===== config.mk =====
export PLATFORM = sky130hd
export DESIGN_NAME = bfsa_cell
export DESIGN_NICKNAME = d
export VERILOG_FILES = /design/src/rtl/bfsa_pkg.sv /design/src/rtl/bfsa_cell.sv
export SDC_FILE = /design/constraint.sdc
export NUM_CORES = 1
export LEC_CHECK = 0
export ABC_CLOCK_PERIOD_IN_PS = 3400
export BUFFER_PORTS_ARGS = -buffer_cell sky130_fd_sc_hd__buf_2
export CORE_MARGIN = 2
export CORE_UTILIZATION = 47
export DETAILED_ROUTE_END_ITERATION = 8
export PLACE_DENSITY = 0.77
export SLEW_MARGIN = 10
export SYNTH_ARGS = -nofsm -noshare
export SYNTH_HDL_FRONTEND = slang
export SYNTH_SLANG_ARGS = --single-unit

===== constraint.sdc =====
create_clock -name clk -period 3.4 [get_ports clk]
set_input_delay 0.51 -clock clk [delete_from_list [all_inputs] [get_ports clk]]
set_output_delay 0.51 -clock clk [all_outputs]
set_load 0.01 [all_outputs]

===== src/rtl/bfsa_pkg.sv =====
// ---------------------------------------------------------------------------
// bfsa_pkg: shared types and constants of the best-fit segment allocator
// Widths, operation and status codes, the controller states and the structs
// passed between the controller and the row of slot cells.
// ---------------------------------------------------------------------------
`default_nettype none
package bfsa_pkg;

    // geometry
    localparam int MAX_SEGMENTS = 16;
    localparam int ADDR_BITS    = 16;
    localparam int SLOT_W       = $clog2(MAX_SEGMENTS);

    // field widths
    localparam int OP_W     = 2;
    localparam int ID_W     = 16;
    localparam int SIZE_W   = 17;
    localparam int TIME_W   = 32;
    localparam int STATUS_W = 3;
    localparam int BASE_W   = 16;
    localparam int COUNT_W  = 9;
    localparam int MSZ_W    = 17;

    // internal address arithmetic
    localparam int LIM_W = ADDR_BITS + 1;
    localparam int END_W = ((ADDR_BITS > SIZE_W) ? ADDR_BITS : SIZE_W) + 1;
    localparam int CMP_W = (END_W > SIZE_W) ? END_W : SIZE_W;
    localparam int CNT_W = $clog2(2 * MAX_SEGMENTS + 1);
    localparam int POP_W = $clog2(MAX_SEGMENTS + 1);

    localparam logic [MSZ_W-1:0] MEM_SIZE_RST = MSZ_W'(65536);

    typedef enum logic [OP_W-1:0] {
        OP_ALLOC = 2'd0,
        OP_FREE  = 2'd1,
        OP_TICK  = 2'd2,
        OP_NONE  = 2'd3
    } op_t;

    typedef enum logic [STATUS_W-1:0] {
        STS_OK       = 3'd0,
        STS_EXISTS   = 3'd1,
        STS_NOMEM    = 3'd2,
        STS_NOTFOUND = 3'd3,
        STS_FULL     = 3'd4
    } status_t;

    typedef enum logic [1:0] {
        S_IDLE,
        S_SCAN,
        S_FIN,
        S_PUSH
    } state_t;

    // broadcast control from the controller to every cell
    typedef struct packed {
        logic               tick;
        logic [TIME_W-1:0]  delta;
        logic               free;
        logic [ID_W-1:0]    id;
        logic [ADDR_BITS-1:0] wr_base;
        logic [SIZE_W-1:0]  wr_size;
        logic [TIME_W-1:0]  wr_time;
    } ctl_t;

    // gap token walking down the cell row
    typedef struct packed {
        logic             vld;
        logic [LIM_W-1:0] s;
        logic [LIM_W-1:0] e;
    } tok_t;

    // status of one cell back to the controller
    typedef struct packed {
        logic                 valid;
        logic                 id_match;
        logic                 expire;
        logic [ADDR_BITS-1:0] base;
        logic [END_W-1:0]     seg_end;
    } slot_t;

endpackage
`default_nettype wire


===== src/rtl/bfsa_cell.sv =====
// ---------------------------------------------------------------------------
// bfsa_cell: one segment slot of the allocator row
// Holds one segment, ages it, releases it by id, and narrows the end of the
// gap token passing through it.
// ---------------------------------------------------------------------------
`default_nettype none
module bfsa_cell (
    input  wire logic           clk,
    input  wire logic           rst_n,
    input  wire bfsa_pkg::ctl_t ctl,
    input  wire logic           wr_sel,
    input  wire bfsa_pkg::tok_t tok_in,
    output bfsa_pkg::tok_t      tok_out,
    output bfsa_pkg::slot_t     slot
);
    logic                               valid_reg, valid_next;
    logic [bfsa_pkg::ID_W-1:0]          id_reg;
    logic [bfsa_pkg::ADDR_BITS-1:0]     base_reg;
    logic [bfsa_pkg::SIZE_W-1:0]        size_reg;
    logic [bfsa_pkg::TIME_W-1:0]        time_reg, time_next;
    logic                               tok_vld_reg;
    logic [bfsa_pkg::LIM_W-1:0]         tok_s_reg, tok_e_reg;
    bfsa_pkg::tok_t                     tok_next;
    logic                               match, expire;
    logic [bfsa_pkg::LIM_W-1:0]         base_ext;

    assign match    = valid_reg && (id_reg == ctl.id);
    assign expire   = valid_reg && (time_reg <= ctl.delta);
    assign base_ext = bfsa_pkg::LIM_W'(base_reg);

    // slot update: write, release by id, ageing
    always_comb
    begin
        valid_next = valid_reg;
        time_next  = time_reg;
        if (wr_sel)
        begin
            valid_next = 1'b1;
            time_next  = ctl.wr_time;
        end
        else if (ctl.free && match)
        begin
            valid_next = 1'b0;
        end
        else if (ctl.tick && valid_reg)
        begin
            if (expire)
                valid_next = 1'b0;
            else
                time_next = time_reg - ctl.delta;
        end
    end

    // gap token: pull the end down to a segment base inside the gap
    always_comb
    begin
        tok_next = tok_in;
        if (tok_in.vld && valid_reg && base_ext >= tok_in.s && base_ext < tok_in.e)
            tok_next.e = base_ext;
    end

    always_ff @(posedge clk or negedge rst_n)
    begin
        if (!rst_n)
        begin
            valid_reg   <= 1'b0;
            tok_vld_reg <= 1'b0;
        end
        else
        begin
            valid_reg   <= valid_next;
            tok_vld_reg <= tok_next.vld;
        end
    end

    always_ff @(posedge clk)
    begin
        time_reg  <= time_next;
        tok_s_reg <= tok_next.s;
        tok_e_reg <= tok_next.e;
        if (wr_sel)
        begin
            id_reg   <= ctl.id;
            base_reg <= ctl.wr_base;
            size_reg <= ctl.wr_size;
        end
    end

    assign tok_out       = {tok_vld_reg, tok_s_reg, tok_e_reg};
    assign slot.valid    = valid_reg;
    assign slot.id_match = match;
    assign slot.expire   = expire;
    assign slot.base     = base_reg;
    assign slot.seg_end  = bfsa_pkg::END_W'(base_reg) + bfsa_pkg::END_W'(size_reg);

endmodule
`default_nettype wire


Word-level counts from Yosys, hierarchy flattened
Cells that the tools add are included.
{ "totals": {"output_inout_bits": 72, "register_bits": 117, "elab_cells": 38, "input_bits": 153} }
{ "op_classes": {"n_lt_le_gt_ge": 3, "addsub": 2, "n_eq_ne": 3, "reduce_logical": 12, "n_mux": 9} }
{ "op_table": {"columns": ["op", "count"], "rows": [
  ["32-bit two-way mux", 4],
  ["32-bit <= comparator", 1],
  ["32-bit subtractor", 1],
  ["16-bit by 17-bit adder with 18-bit output", 1],
  ["16-bit by 17-bit greater-or-equal comparator with 1-bit output", 1],
  ["16-bit by 17-bit less-than comparator with 1-bit output", 1],
  ["16-bit == test", 1],
  ["16-bit two-way mux", 1],
  ["1-bit logical AND", 7],
  ["3-bit nonzero test", 2],
  ["1-bit two-way mux", 4],
  ["2-bit != test, second input constant", 2],
  ["3-bit AND reduction", 1],
  ["2-bit AND reduction", 1],
  ["2-bit nonzero test", 1]
]} }

Longest topological paths before layout
{ "depth": {"ltp_word": 6, "mapped_depth": 11, "depth_no_buf": 10} }

Worst setup path before layout
No wires, ideal clock.
{ "synth_path": {"path_kind": "input-to-reg", "startpoint": "input ctl[97] (netlist bit)", "endpoint": "register time_reg[0] (netlist bit) (enable)", "required_time_ps": 2975, "cell_stages": 10, "t_arrival_ps": 3443, "slack_ps": -469, "n_path_buf": 1, "path_cell_list": "inv_1 -> ha_1 -> clkbuf_1 -> nand3_1 -> nor3_1 -> nor3b_1 -> a32oi_1 -> nand2_1 -> a31oi_1 -> o21ai_1"} }
{ "synth_between": {"elab_chain_len": 4} }
{ "synth_rtl": {"columns": ["element", "line_no", "source"], "rows": [
  ["start, declared", "bfsa_cell.sv:10", "input wire bfsa_pkg::ctl_t ctl,"],
  ["32-bit <= comparator", "bfsa_cell.sv:28", "assign expire = valid_reg && (time_reg <= ctl.delta);"],
  ["1-bit logical AND", "bfsa_cell.sv:28", null],
  ["2-bit != test (no line)", null, null],
  ["3-bit AND reduction (no line)", null, null],
  ["end signal, assigned", "bfsa_cell.sv:78", "time_reg <= time_next;"],
  ["end, declared", "bfsa_cell.sv:20", "logic [bfsa_pkg::TIME_W-1:0] time_reg, time_next;"]
]} }
Every way passes these cells.
A chain may end at the register's enable or synchronous reset.

==> summary.md <==
| Metric | Value |
|---|---|
| Status | `finished, final reports clean` |
| CP Buf/Inv Count | `2` |
| Final hold violation count | `0` |
| Yosys reg bits | `117` |
| CP Depth | `11` |
| Most numerous cell on the critical path | `o31a_1` |
| DR DRC count | `0` |
| GRT overflow | `0` |
| Reg2Reg Setup Slack | `0.44 ns` |
| Pwr Density | `564 nW/um^2` |
| Cell taking the most area after synthesis | `edfxtp_1` |
| First-pass GRT wire length | `30.2 mm` |
| Clock Latency Late Sink | `0.42 ns` |
| Drt first-iter violations | `369` |
| Final Cycle Share | `100%` |
| Core area | `15,300 um^2` |
| Crit start category | `flip-flop` |
| H-tree depth | `4` |
| Root buf cell | `clkbuf_16` |
| Initial core utilization | `48.2%` |
| Number of buffers created by CTS | `17` |
| Reg2Reg Depth | `11` |
| Final min period | `3.40 ns` |
| Share of layout cells above drive strength 1 | `32.4%` |
| GPL Wtd Cong | `0.920` |
| Vias in the first global route | `6,175` |
| Largest family of logic cells by synthesized area | `compound AO/OA/AOI/OAI gates` |
| Synth Flop Type | `edfxtp_1` |
| Setup crit end | `slot[34]` |
| Final wirelength | `19.6 mm` |
| Global Route Usage Sum | `23.4%` |
| Max-cap violations | `0` |
| Critical path, cell by cell | `inv_1 -> ha_2 -> fa_2 -> nor2b_1 -> o31a_1 -> o31a_1 -> a32oi_2 -> nand2_2 -> a31oi_2 -> and2_1 -> buf_2` |
| Placement Cell Area | `8720 um^2` |
| DR vias | `6,357` |
| Register Area | `3160 um^2` |
| Cell row count | `45` |
| Unrepaired setup endpoints after global routing | `yes` |
| CP max-delay cell | `edfxtp_1` |
| Syn nets | `969` |
| Synth top area share | `33.1%` |
| Post-synth EDFFs | `81` |
| Post-layout util | `62.5%` |
| CP startpoint | `time_reg[0]` |
| Input/output buffers | `224` |
| Syn Inst Count | `735` |
| Final Cell Area | `9540 um^2` |
| CP max FO | `4` |
| Clock transition at path regs | `0.06 ns` |
| Fillers | `1,324` |
| Ant diodes | `0` |
| Cell family with most CP delay | `compound AO/OA/AOI/OAI gates` |
| Hpwl dp | `15.0 mm` |
| CP required | `2.89 ns` |
| Slew headroom | `52.5%` |
| Die area | `16,700 um^2` |
| Wire per inst | `16.4 um` |
| Drt via density | `5.31` |
| Setup violators final | `0` |
| Post-synthesis mux area share | `3.08%` |
| Initial antenna violation count | `1` |
| Io pins | `225` |
| Post-route ant nets | `0` |
| Worst VDD drop | `0.349 mV` |
| Distinct cells, synth | `64` |
| Synth Area in Simple Gates | `11.2%` |
| Seq/Total Area, Yosys | `43.0%` |
| Overall die height | `129 um` |
| Reg2reg start | `time_reg[16]` |
| Worst min path class | `in -> reg` |
| CTS tree | `built` |
| Top post-synthesis cells by area | `edfxtp_1 (33%), ha_1 (13%), dfxtp_1 (9.3%)` |
| Post-Synth Adder-Cell Area | `14.0%` |
| XOR/XNOR Fraction of Synth Area | `6.19%` |
| Highest Clock Rate | `0.294 GHz` |
| R2R Path End | `time_reg[8]` |
| Area of the multi-input gates | `3960 um^2` |
| Largest register FFs | `32` |
| Post-synth top cells | `edfxtp_1 (81), ha_1 (79), inv_1 (77)` |
| Die width | `129 um` |
| Async SR Flop Fraction | `1.71%` |
| Largest net degree at the start of global routing | `59` |
| CTS sink count | `117` |
| Crit end category | `output pin` |
| P&R area growth vs syn | `29.6%` |
| Average size of a mapped cell | `10.0 um^2` |
| Final nets | `1,208` |
| Most instantiated library cell after synthesis | `edfxtp_1` |
| Yosys synthesis warning count | `0` |
| Max-slew violation total from the final report | `0` |
| Slew @ Worst Pin | `0.712 ns` |
| Slowest cell delay on critical path | `0.36 ns` |
| Critical path class | `reg -> out` |
| Leakage | `4.41 nW` |
| TritonRoute pass-1 iters | `5` |
| Clk buf depth | `2` |
| WP data arrival | `2.89 ns` |
| Synth Area in Compound Gates | `16.9%` |
| Synthesized area | `7360 um^2` |
| Skew final | `0.00658 ns` |
-- worst reg2reg max path: cells and delay by family, from the launching register on --
kind | cells | cell delay (ns)
AND/OR/NAND/NOR | 4 | 0.92
buffers and inverters | 3 | 0.49
AO/OA/AOI/OAI | 3 | 0.45
adder cells (fa/ha/maj) | 1 | 0.43
flip-flops | 1 | 0.36
-- stage by stage --
stage	instances	total power, W	hold slack (ns)	setup TNS, ns	worst slack [ns]
floorplan	735	0.00308	0.214	0	0.115
global placement	1152	0.00360	0.320	0	0.207
detailed placement	1152	0.00363	0.324	0	0.146
CTS	1185	0.00530	0.194	-0.00992	-0.00992
global route	1198	0.00569	0.193	-0.110	-0.107
finish	1198	0.00538	0.207	0	0.00159
-- how the worst min path moves through the flow --
stage / slack, ns / start / end / cells past startpoint
global route: 0.19 / tok_in[18] / tok_s_reg[1] / 1
global placement: 0.32 / rst_n / tok_vld_reg / 1
floorplan: 0.21 / rst_n / tok_vld_reg / 0
finish: 0.21 / tok_in[18] / tok_s_reg[1] / 1
CTS: 0.19 / tok_in[18] / tok_s_reg[1] / 1
detailed placement: 0.32 / rst_n / tok_vld_reg / 1
-- cells by family (layout without fill, tap and decap cells) --
| kind of cell | Yosys count | after routing |
|---|---|---|
| adder cells (fa/ha/maj) | 81 | 81 |
| AND/OR/NAND/NOR | 167 | 167 |
| flip-flops | 117 | 117 |
| buffers and inverters | 106 | 358 |
| XOR/XNOR | 52 | 52 |
| AO/OA/AOI/OAI | 192 | 192 |
| multiplexers | 20 | 20 |
-- power by group --
part,leakage [nW],total (W),switching (W),internal (W)
Combinational,3.03,0.00192,0.00106,0.000864
Clock,0.275,0.00163,0.000647,0.000988
Sequential,1.11,0.00182,0.0000816,0.00174
Total,4.41,0.00538,0.00179,0.00359
-- cell type report --
class	instances	share of cell area [%]
Clock inverter	11	0.761
Timing Repair Buffer	248	13.8
Inverter	78	3.07
Tap cell	211	2.77
Multi-Input combinational cell	512	41.5
Clock buffer	21	4.93
Sequential cell	117	33.2
-- routing by layer --
metal	routed length (um)	GRT usage (%)
met4	472	9.46
met3	1220	5.33
met2	9800	41.5
met5	10	0
met1	8140	27.6
-- timing repair --
item	4_1_cts	5_1_grt
gates resized for setup	8	21
hold buffers	1	0
buffers inserted	0	13
endpoints found under the setup margin	5	5
endpoints found under the hold margin	2	0
gates cloned	0	0
pin swaps	0	6
-- layout by cell type (no fill, tap or decap), types with 13 or more instances in the layout --
cell type	instances
a21o_1	23
a21oi_1	44
buf_2	223
buf_4	23
clkbuf_16	17
dfxtp_1	34
edfxtp_1	81
ha_1	70
inv_1	77
nand2_1	53
nand3_1	13
nand4_1	19
nor2_1	29
o21a_1	15
o21ai_0	35
xnor2_1	41
No activity file was read; power rests on OpenSTA's default activity.
